### src/hdl/pig_pkg.sv
// ----------------------------------------------------------------------------
// pig_pkg
// Shared constants and controller/datapath interface types for the
// primitive index generator.
// ----------------------------------------------------------------------------
`default_nettype none

package pig_pkg;

  localparam int IDX_W       = 16;
  localparam int MAX_PATTERN = 8;
  localparam int ENTRY_W     = 16;
  localparam int CNT_W       = $clog2(MAX_PATTERN);
  localparam int LEN_W       = 4;
  localparam int CFG_DATA_W  = 64;
  localparam int CFG_IDX_W   = 3;
  localparam int IN_TDATA_W  = 8;
  localparam int OUT_TDATA_W = 16;

  // register indexes
  localparam logic [CFG_IDX_W-1:0] REG_PATTERN_LOW    = 3'd0;
  localparam logic [CFG_IDX_W-1:0] REG_PATTERN_HIGH   = 3'd1;
  localparam logic [CFG_IDX_W-1:0] REG_PATTERN_LENGTH = 3'd2;
  localparam logic [CFG_IDX_W-1:0] REG_VERTEX_STRIDE  = 3'd3;
  localparam logic [CFG_IDX_W-1:0] REG_JOIN_MODE      = 3'd4;

  // reset values: pattern {0,2,1,2,3,1,0,0}, length 6, stride 4, plain joins
  localparam logic [CFG_DATA_W-1:0] RST_PATTERN_LOW    = 64'h0002_0001_0002_0000;
  localparam logic [CFG_DATA_W-1:0] RST_PATTERN_HIGH   = 64'h0000_0000_0001_0003;
  localparam logic [LEN_W-1:0]      RST_PATTERN_LENGTH = 4'd6;
  localparam logic [ENTRY_W-1:0]    RST_VERTEX_STRIDE  = 16'd4;

  typedef struct packed {
    logic start;       // capture a new primitive
    logic emit_pat;    // emit the current pattern index
    logic emit_join0;  // emit the repeated final index
    logic emit_join1;  // emit the next primitive's first index
  } pig_cmd_t;

  typedef struct packed {
    logic can_emit;    // output register free or being drained
    logic last_entry;  // pattern counter at the final entry
    logic joins;       // this primitive is followed by join indices
  } pig_sts_t;

endpackage

`default_nettype wire

### src/hdl/pig_ctrl.sv
// ----------------------------------------------------------------------------
// pig_ctrl
// Sequencer for one primitive: pattern indices, then optional join indices.
// ----------------------------------------------------------------------------
`default_nettype none

module pig_ctrl
  import pig_pkg::*;
(
  input  wire logic     clk,
  input  wire logic     rst_n,
  input  wire logic     in_tvalid,
  output logic          in_tready,
  input  wire pig_sts_t sts,
  output pig_cmd_t      cmd
);

  typedef enum logic [3:0] {
    ST_IDLE  = 4'b0001,
    ST_PAT   = 4'b0010,
    ST_JOIN0 = 4'b0100,
    ST_JOIN1 = 4'b1000
  } state_t;

  state_t state_r, state_nxt;

  assign in_tready = (state_r == ST_IDLE);

  always_comb begin
    state_nxt = state_r;
    cmd       = '0;
    unique case (state_r)
      ST_IDLE: begin
        if (in_tvalid) begin
          cmd.start = 1'b1;
          state_nxt = ST_PAT;
        end
      end
      ST_PAT: begin
        if (sts.can_emit) begin
          cmd.emit_pat = 1'b1;
          if (sts.last_entry) begin
            state_nxt = sts.joins ? ST_JOIN0 : ST_IDLE;
          end
        end
      end
      ST_JOIN0: begin
        if (sts.can_emit) begin
          cmd.emit_join0 = 1'b1;
          state_nxt      = ST_JOIN1;
        end
      end
      ST_JOIN1: begin
        if (sts.can_emit) begin
          cmd.emit_join1 = 1'b1;
          state_nxt      = ST_IDLE;
        end
      end
      default: state_nxt = ST_IDLE;
    endcase
  end

  always_ff @(posedge clk) begin
    if (!rst_n) begin
      state_r <= ST_IDLE;
    end else begin
      state_r <= state_nxt;
    end
  end

endmodule

`default_nettype wire

### src/hdl/pig_datapath.sv
// ----------------------------------------------------------------------------
// pig_datapath
// Configuration registers, vertex base, pattern counter and output register.
// ----------------------------------------------------------------------------
`default_nettype none

module pig_datapath
  import pig_pkg::*;
(
  input  wire logic                   clk,
  input  wire logic                   rst_n,
  input  wire logic                   cfg_valid,
  input  wire logic [CFG_IDX_W-1:0]   cfg_index,
  input  wire logic [CFG_DATA_W-1:0]  cfg_data,
  input  wire logic                   in_first,
  input  wire logic                   in_last,
  input  wire pig_cmd_t               cmd,
  output pig_sts_t                    sts,
  output logic                        out_tvalid,
  input  wire logic                   out_tready,
  output logic [IDX_W-1:0]            out_index,
  output logic                        out_join,
  output logic                        out_last
);

  logic [CFG_DATA_W-1:0] pat_low_r, pat_high_r;
  logic [LEN_W-1:0]      len_r;
  logic [ENTRY_W-1:0]    stride_r;
  logic                  join_mode_r;

  logic [IDX_W-1:0]      base_r, last_idx_r, out_index_r;
  logic [CNT_W-1:0]      cnt_r;
  logic                  joins_r, out_valid_r, out_join_r, out_last_r;

  logic [2*CFG_DATA_W-1:0] pat_all;
  logic [CNT_W-1:0]        len_m1;
  logic [IDX_W-1:0]        entry_cur, entry_first, pat_idx, join_idx, base_adv;
  logic                    last_entry;
  logic                    emit_any;

  assign pat_all = {pat_high_r, pat_low_r};

  // saturate length into 1..MAX_PATTERN
  always_comb begin
    if (len_r == '0) begin
      len_m1 = '0;
    end else if (len_r > LEN_W'(MAX_PATTERN)) begin
      len_m1 = CNT_W'(MAX_PATTERN - 1);
    end else begin
      len_m1 = CNT_W'(len_r - LEN_W'(1));
    end
  end

  assign entry_cur   = IDX_W'(pat_all[cnt_r*ENTRY_W +: ENTRY_W]);
  assign entry_first = IDX_W'(pat_all[ENTRY_W-1:0]);
  assign pat_idx     = entry_cur + base_r;
  assign join_idx    = entry_first + base_r;  // base already advanced here
  assign base_adv    = base_r + IDX_W'(stride_r);
  assign last_entry  = (cnt_r == len_m1);
  assign emit_any    = cmd.emit_pat | cmd.emit_join0 | cmd.emit_join1;

  assign sts.can_emit   = !out_valid_r || out_tready;
  assign sts.last_entry = last_entry;
  assign sts.joins      = joins_r;

  // configuration decode
  always_ff @(posedge clk) begin
    if (!rst_n) begin
      pat_low_r   <= RST_PATTERN_LOW;
      pat_high_r  <= RST_PATTERN_HIGH;
      len_r       <= RST_PATTERN_LENGTH;
      stride_r    <= RST_VERTEX_STRIDE;
      join_mode_r <= 1'b0;
    end else if (cfg_valid) begin
      unique case (cfg_index)
        REG_PATTERN_LOW:    pat_low_r   <= cfg_data;
        REG_PATTERN_HIGH:   pat_high_r  <= cfg_data;
        REG_PATTERN_LENGTH: len_r       <= cfg_data[LEN_W-1:0];
        REG_VERTEX_STRIDE:  stride_r    <= cfg_data[ENTRY_W-1:0];
        REG_JOIN_MODE:      join_mode_r <= cfg_data[0];
        default: ;  // drop writes beyond the register list
      endcase
    end
  end

  // sequencing state
  always_ff @(posedge clk) begin
    if (!rst_n) begin
      base_r      <= '0;
      cnt_r       <= '0;
      joins_r     <= 1'b0;
      out_valid_r <= 1'b0;
    end else begin
      if (cmd.start) begin
        if (in_first) begin
          base_r <= '0;
        end
        cnt_r   <= '0;
        joins_r <= join_mode_r & ~in_last;
      end else if (cmd.emit_pat) begin
        if (last_entry) begin
          base_r <= base_adv;
          cnt_r  <= '0;
        end else begin
          cnt_r <= cnt_r + CNT_W'(1);
        end
      end
      if (emit_any) begin
        out_valid_r <= 1'b1;
      end else if (out_tready) begin
        out_valid_r <= 1'b0;
      end
    end
  end

  // output payload
  always_ff @(posedge clk) begin
    if (cmd.emit_pat) begin
      out_index_r <= pat_idx;
      out_join_r  <= 1'b0;
      out_last_r  <= last_entry & ~joins_r;
      last_idx_r  <= pat_idx;
    end else if (cmd.emit_join0) begin
      out_index_r <= last_idx_r;
      out_join_r  <= 1'b1;
      out_last_r  <= 1'b0;
    end else if (cmd.emit_join1) begin
      out_index_r <= join_idx;
      out_join_r  <= 1'b1;
      out_last_r  <= 1'b1;
    end
  end

  assign out_tvalid = out_valid_r;
  assign out_index  = out_index_r;
  assign out_join   = out_join_r;
  assign out_last   = out_last_r;

endmodule

`default_nettype wire

### src/hdl/primitive_index_generator_core.sv
// ----------------------------------------------------------------------------
// primitive_index_generator_core
// Emits the configured index pattern plus a running vertex base per primitive,
// with optional degenerate-strip join indices between primitives.
// ----------------------------------------------------------------------------
// An accepted primitive's indices pass through the shared output register, one index
// per cycle while out_tready does not stall it; the next primitive is accepted only
// after the last index of the current one has been loaded into that register.
// Reset (synchronous, rst_n low): registers return to their default pattern,
// length 6, stride 4, plain mode; vertex base cleared, output empty.
`default_nettype none

module primitive_index_generator_core
  import pig_pkg::*;
(
  input  wire logic                   clk,
  input  wire logic                   rst_n,
  // configuration write channel
  input  wire logic                   cfg_valid,
  output logic                        cfg_ready,
  input  wire logic [CFG_IDX_W-1:0]   cfg_index,
  input  wire logic [CFG_DATA_W-1:0]  cfg_data,
  // primitive input
  input  wire logic                   in_tvalid,
  output logic                        in_tready,
  input  wire logic [IN_TDATA_W-1:0]  in_tdata,   // [0] first_primitive, rest zero
  input  wire logic                   in_tlast,   // last_primitive
  // index output
  output logic                        out_tvalid,
  input  wire logic                   out_tready,
  output logic [OUT_TDATA_W-1:0]      out_tdata,  // [15:0] index_value
  output logic                        out_tuser,  // is_join
  output logic                        out_tlast   // last_of_run
);

  pig_cmd_t         cmd;
  pig_sts_t         sts;
  logic [IDX_W-1:0] index_val;

  assign cfg_ready = 1'b1;

  pig_ctrl u_ctrl (
    .clk       (clk),
    .rst_n     (rst_n),
    .in_tvalid (in_tvalid),
    .in_tready (in_tready),
    .sts       (sts),
    .cmd       (cmd)
  );

  pig_datapath u_dp (
    .clk        (clk),
    .rst_n      (rst_n),
    .cfg_valid  (cfg_valid),
    .cfg_index  (cfg_index),
    .cfg_data   (cfg_data),
    .in_first   (in_tdata[0]),
    .in_last    (in_tlast),
    .cmd        (cmd),
    .sts        (sts),
    .out_tvalid (out_tvalid),
    .out_tready (out_tready),
    .out_index  (index_val),
    .out_join   (out_tuser),
    .out_last   (out_tlast)
  );

  assign out_tdata = OUT_TDATA_W'(index_val);

endmodule

`default_nettype wire

### config.mk
export PLATFORM = sky130hd
export DESIGN_NAME = primitive_index_generator_core
export DESIGN_NICKNAME = d
export VERILOG_FILES = /design/src/hdl/pig_pkg.sv /design/src/hdl/pig_ctrl.sv /design/src/hdl/pig_datapath.sv /design/src/hdl/primitive_index_generator_core.sv
export SDC_FILE = /design/constraint.sdc
export NUM_CORES = 1
export LEC_CHECK = 0
export BUFFER_PORTS_ARGS = -buffer_cell sky130_fd_sc_hd__buf_2
export CORE_MARGIN = 4
export CORE_UTILIZATION = 60
export DETAILED_ROUTE_END_ITERATION = 16
export GPL_ROUTABILITY_DRIVEN = 0
export PLACE_DENSITY_LB_ADDON = 0.08
export SLEW_MARGIN = 20
export SYNTH_ARGS = -nofsm -noshare
export SYNTH_HDL_FRONTEND = slang
export SYNTH_HIERARCHICAL = 1
export SYNTH_SLANG_ARGS = --single-unit
### constraint.sdc
create_clock -name clk -period 9.5 [get_ports clk]
set_clock_uncertainty 0.05 [all_clocks]
set_input_delay 0 -clock clk [delete_from_list [all_inputs] [get_ports clk]]
set_output_delay 0 -clock clk [all_outputs]
set_load 0.1 [all_outputs]
# Yosys cells after proc, flatten, opt, wreduce, memory -nomap -nowiden
# Index checks and enable logic that the tools add are counted.
# Widths: inputs -> output; s select.
[word_totals]
register_bits = 208
inputBits = 81
out_inout_bits = 21
elab_cells = 89
[classes]
add_sub_neg = 5
n_lt_le_gt_ge = 1
eq_ne = 15
n_shift = 1
n_mux = 29
n_bitwise = 7
n_reduce_logical = 17
[op_table]
columns = ["op", "count"]
rows = [
  ["$shiftx 128x8->16", 1],
  ["$mux 16", 7],
  ["$add 16x16->16", 3],
  ["$mux 4", 5],
  ["$pmux 4 s4", 1],
  ["$mux 1", 12],
  ["$mux 3", 4],
  ["$ne 2x2->1 const B", 5],
  ["$reduce_and 2->1", 5],
  ["$reduce_bool 2->1", 4],
  ["$eq 3x2->1 const B", 2],
  ["$reduce_and 5->1", 1],
  ["$eq 4x1->1 const B", 1],
  ["$eq 4x2->1 const B", 1],
  ["$eq 4x3->1 const B", 1],
  ["$eq 4x4->1 const B", 1],
  ["$gt 4x4->1 const B", 1],
  ["$logic_not 4->1", 1],
  ["$add 3x1->3 const B", 1],
  ["$eq 3x1->1 const B", 1],
  ["$eq 3x3->1", 1],
  ["$eq 3x3->1 const B", 1],
  ["$logic_not 3->1", 1],
  ["$not 1->1", 3],
  ["other kinds (9)", 11],
]

# Longest topological paths before layout
[logic_depth]
depth_word = 7
depth_mapped = 15
mapped_depth_nobuf = 13

# Cells and area by module
# Netlist, hierarchy kept.
[by_module_without_submodules]
columns = ["mod", "n_inst", "cells_each", "area_per_inst_um2", "seq_area_each_um2"]
rows = [
  ["pig_datapath", 1, 1239, 10461.3, 4414.2],
  ["pig_ctrl", 1, 35, 261.5, 80.1],
  ["primitive_index_generator_core", 1, 2, 11.3, 0.0],
]

# Worst setup path before layout
# Ideal clock, no wire load.
[synth_timing]
path_kind = "reg2reg"
from = "register u_ctrl.state_r[3]"
to = "register u_dp.base_r[11]"
setup_ns = 0.070
arrival_ns = 4.789
t_required_ns = 9.380
setup_slack_ns = 4.590
stages_incl_launch_ff = 8
path_buffers = 1
period_less_slack_ns = 4.910
path_cell_list = "dfxtp_1 -> nor4b_1 -> and2_1 -> nand2_1 -> o21a_1 -> buf_6 -> or3_1 -> a21oi_1"
[synth_lines]
columns = ["element", "line", "text"]
rows = [
  ["start, declared", "pig_ctrl.sv:25", "state_t state_r, state_nxt;"],
  ["start signal, assigned", "pig_ctrl.sv:67", "state_r <= state_nxt;"],
  ["end signal, assigned", "pig_datapath.sv:102", "base_r <= base_adv;"],
  ["end, declared", "pig_datapath.sv:31", "logic [IDX_W-1:0] base_r, last_idx_r, out_index_r;"],
]

# Final worst setup path
[layout_timing]
from = "register u_dp.cnt_r[0]"
to = "register u_dp.last_idx_r[13], data pin"
[layout_between]
elab_chain_len = 2
[layout_lines]
columns = ["element", "line", "text"]
rows = [
  ["start, declared", "pig_datapath.sv:32", "logic [CNT_W-1:0] cnt_r;"],
  ["start signal, assigned", "pig_datapath.sv:105", "cnt_r <= cnt_r + CNT_W'(1);"],
  ["$shiftx 128x8->16", "pig_datapath.sv:54", "assign entry_cur = IDX_W'(pat_all[cnt_r*ENTRY_W +: ENTRY_W]);"],
  ["$add 16x16->16", "pig_datapath.sv:56", "assign pat_idx = entry_cur + base_r;"],
  ["via u_dp.pat_idx[13]", "pig_datapath.sv:37", "logic [IDX_W-1:0] entry_cur, entry_first, pat_idx, join_idx, base_adv;"],
  ["end signal, assigned", "pig_datapath.sv:122", "last_idx_r <= pat_idx;"],
  ["end, declared", "pig_datapath.sv:31", ""],
]
# The timed path passes the listed nets, and every way through them passes these cells.
# A chain may end at the register's enable or synchronous reset.

==> run metrics <==
result of the run finished, final reports clean; Total Die Area 20100 um2; DRC violation count after routing 0; average cell area after synthesis 8.41 um2; starting density of the core 0.616; Yosys warning count 6; number of top-level design ports 102; Critical Path Fanout Max 36; TritonCTS clock tree built; hold violation total from the final report 0; number of synthesized register bits 208; list of most frequent post-synthesis cells sky130_fd_sc_hd__nand2_1, sky130_fd_sc_hd__a21oi_1, sky130_fd_sc_hd__dfxtp_1, sky130_fd_sc_hd__clkbuf_1, sky130_fd_sc_hd__nor2_1; count of buffers from port buffering 93; standby leakage power 4.93 nW; largest area contributor in the netlist sky130_fd_sc_hd__dfxtp_1; worst setup path category reg -> reg; RSZ-0062 raised after global routing no; critical-path cell with the highest stage delay sky130_fd_sc_hd__mux4_2; Clk Tree Root Cell sky130_fd_sc_hd__clkbuf_16; type of destination of the critical path register; proportion of layout cells with a drive suffix above 1 0.131; share of synthesized flip-flops with an asynchronous set or reset 0; Die X 142 um; final worst-path cycle share 0.425; most frequent cell on the critical path sky130_fd_sc_hd__nand2_1; post-detailed-route wirelength per cell 16.9 um; Max Clk Rate 248 MHz; placeable core area 17400 um2; quantity of gates resized following cts 0; Post-Place Cell Area 11300 um2; total wire length 27800 um; cell types occupying the most area after synthesis sky130_fd_sc_hd__dfxtp_1, sky130_fd_sc_hd__nand2_1, sky130_fd_sc_hd__edfxtp_1, sky130_fd_sc_hd__a21oi_1, sky130_fd_sc_hd__mux4_2; starting DRC count in detailed routing 693; shortest period the worst path allows 4.04 ns; worst hold margin 0.226 ns; number of global-route vias before repair 9111; peak ir drop on the vdd network 0.163 mV; global-route wire length before repair 45500 um; register clock-pin slew on the reported worst setup and hold paths 0.06 ns; final global-route overflow total 0; count of final max-slew check failures 0; number of filler instances in the final layout 1355; overall via count from detail_route 9568; length of the first detailed-routing pass in iterations 6; initial antenna violation count 1; post-route standard cell area excluding fillers 12700 um2; relative slew slack 0.270; Net count, final 1535; TNS Setup 0 ns; number of H-tree levels 1; cell count after synthesis 1276; final setup violating endpoints 0; HPWL after detailed placement 17600 um; post-synthesis cell type count 68; placement row count 48; Worst Tran Pin Value 1.09 ns; CTS buffer count 22; Longest Clk Path Bufs 3; maximum capacitance violations 0; Tot GR Track Use 0.275; maximum number of pins on one net before global-route repair 110; post-synthesis cell area 10700 um2; Syn Nets 1407; area share of the largest cell type after synthesis 0.326; clock latency on the worst-skew pair 0.52 ns; setup repair bufs after CTS 0; Pwr per Cell Area 151 nW/um2; delay of the slowest cell on the worst path 0.58 ns; crit path DAT 4.24 ns; EDFF count, synth 33; post-route antenna net violation count 0; most frequent cell after synthesis sky130_fd_sc_hd__nand2_1; area growth from synthesis to layout 18.7%; Min-Delay Path Class in -> reg; launching element type of the critical path register; count of clock tree sinks 208; post-synthesis sequential area ratio 0.419; Post-synth top flop sky130_fd_sc_hd__dfxtp_1; crit-path cells buf_4, mux4_2, nand2_1, nand2_1, ha_1, a21o_1, a2111o_1, a2bb2oi_1, a41oi_1, o21bai_1, mux2i_1, or2_2; required time of the critical path 9.71 ns; Die H 142 um; worst setup slack for register-to-register paths 5.46 ns; number of vias per cell 5.82
-- final cells by class --
| cell class | count | area (um2) | share of cell area |
|---|---|---|---|
| Clock inverter | 5 | 73.8 | 0.00579 |
| Clock buffer | 34 | 636 | 0.0499 |
| Tap cell | 225 | 282 | 0.0221 |
| Multi-Input combinational cell | 971 | 5860 | 0.460 |
| Sequential cell | 208 | 4500 | 0.353 |
| Timing Repair Buffer | 180 | 1310 | 0.103 |
| Inverter | 21 | 81.3 | 0.00638 |
| Antenna cell | 1 | 2.50 | 0.000196 |
-- repair_timing --
| action | in CTS | in global routing |
|---|---|---|
| hold endpoints to repair | 160 | 0 |
| hold buffers | 77 | 0 |
| endpoints found under the setup margin | 0 | 0 |
-- registers in the layout, indices dropped and copies added, names as in the netlist --
name              cells
u_dp/pat_high_r      64
u_dp/pat_low_r       64
u_dp/base_r          16
u_dp/last_idx_r      16
u_dp/out_index       16
u_dp/stride_r        16
u_ctrl/state_r        4
u_dp/len_r            4
u_dp/cnt_r            3
u_dp/join_mode_r      1
u_dp/joins_r          1
u_dp/out_join         1
u_dp/out_last         1
u_dp/out_tvalid       1
-- logic make-up after synthesis --
logic type,count (synthesis),synth area share
AND/OR/NAND/NOR,527,0.206
AO/OA/AOI/OAI,310,0.167
flip-flops,208,0.419
buffers and inverters,97,0.0363
adder cells (fa/ha/maj),51,0.0614
multiplexers,45,0.0794
XOR/XNOR,37,0.0309
other,1,0.000349
-- power by group --
part           leakage, nW  total (mW)  switching, mW  internal, mW
clock network        0.344       0.841          0.351         0.490
registers             1.73       0.923         0.0115         0.911
logic                 2.86       0.155         0.0916        0.0637
total                 4.93        1.92          0.454          1.47
-- routing by layer --
metal,vias to the layer above,GRT usage,part of all wire
li1,4680,-,-
met3,46,0.0340,0.065
met4,0,0.0753,0.020
met5,-,0,0
met2,303,0.443,0.47
met1,4539,0.394,0.45
-- worst paths after layout --
kind / from / cells after the start / endpoint
setup / recovery: u_dp/cnt_r[0]$_SDFFE_PP0P_ / 12 / u_dp/last_idx_r[13]$_DFFE_PP_
hold / removal: cfg_data[19] / 4 / u_dp/pat_low_r[19]$_SDFFE_PN0P_
setup reg to reg: u_dp/cnt_r[0]$_SDFFE_PP0P_ / 12 / u_dp/last_idx_r[13]$_DFFE_PP_
hold reg to reg: u_dp/pat_low_r[50]$_SDFFE_PN0P_ / 2 / u_dp/pat_low_r[50]$_SDFFE_PN0P_
-- metrics by stage --
stage / instances / worst slack [ns] / util / total power [mW]
after global routing: 1645 / 5.20 / 0.732 / 1.99
after CTS: 1644 / 5.45 / 0.732 / 1.93
final: 1645 / 5.46 / 0.732 / 1.92
after global placement: 1528 / 5.49 / 0.647 / 1.07
after floorplan: 1276 / 4.59 / - / 1.02
after detailed placement: 1528 / 5.45 / 0.647 / 1.07
-- layout by cell type, fill, tap and decap left out, types with 3 or more instances in the layout --
master and n:
sky130_fd_sc_hd__o211ai_1 8, sky130_fd_sc_hd__a2111oi_0 3, sky130_fd_sc_hd__or3_1 11, sky130_fd_sc_hd__nor4_1 3
sky130_fd_sc_hd__o21a_1 12, sky130_fd_sc_hd__clkbuf_16 22, sky130_fd_sc_hd__mux2i_1 12, sky130_fd_sc_hd__xor2_1 14
sky130_fd_sc_hd__clkbuf_8 4, sky130_fd_sc_hd__nor4b_1 3, sky130_fd_sc_hd__and2_1 3, sky130_fd_sc_hd__nor2_1 51
sky130_fd_sc_hd__a31oi_1 4, sky130_fd_sc_hd__nor3_1 10, sky130_fd_sc_hd__o21bai_1 6, sky130_fd_sc_hd__xnor2_1 22
sky130_fd_sc_hd__edfxtp_1 33, sky130_fd_sc_hd__inv_1 19, sky130_fd_sc_hd__o31ai_1 4, sky130_fd_sc_hd__dfxtp_1 174
sky130_fd_sc_hd__mux4_2 32, sky130_fd_sc_hd__nand2b_1 10, sky130_fd_sc_hd__a21oi_1 193, sky130_fd_sc_hd__a211oi_1 7
sky130_fd_sc_hd__nand3b_1 5, sky130_fd_sc_hd__buf_2 93, sky130_fd_sc_hd__or2_2 4, sky130_fd_sc_hd__o21ai_0 36
sky130_fd_sc_hd__buf_4 10, sky130_fd_sc_hd__dlygate4sd3_1 77, sky130_fd_sc_hd__ha_1 47, sky130_fd_sc_hd__nand2_1 380
sky130_fd_sc_hd__fa_1 3, sky130_fd_sc_hd__nor2b_1 8, sky130_fd_sc_hd__a21o_1 10, sky130_fd_sc_hd__and3_1 7
sky130_fd_sc_hd__clkbuf_1 8, sky130_fd_sc_hd__nand3_1 18
-- critical path: cells and delay by family (launching register included) --
kind | cells | cell delay, ns
AO/OA/AOI/OAI | 5 | 1.20
adder cells (fa/ha/maj) | 1 | 0.40
buffers and inverters | 1 | 0.55
flip-flops | 1 | 0.31
multiplexers | 2 | 0.72
AND/OR/NAND/NOR | 3 | 0.52
(Power assumes the default switching activity.)
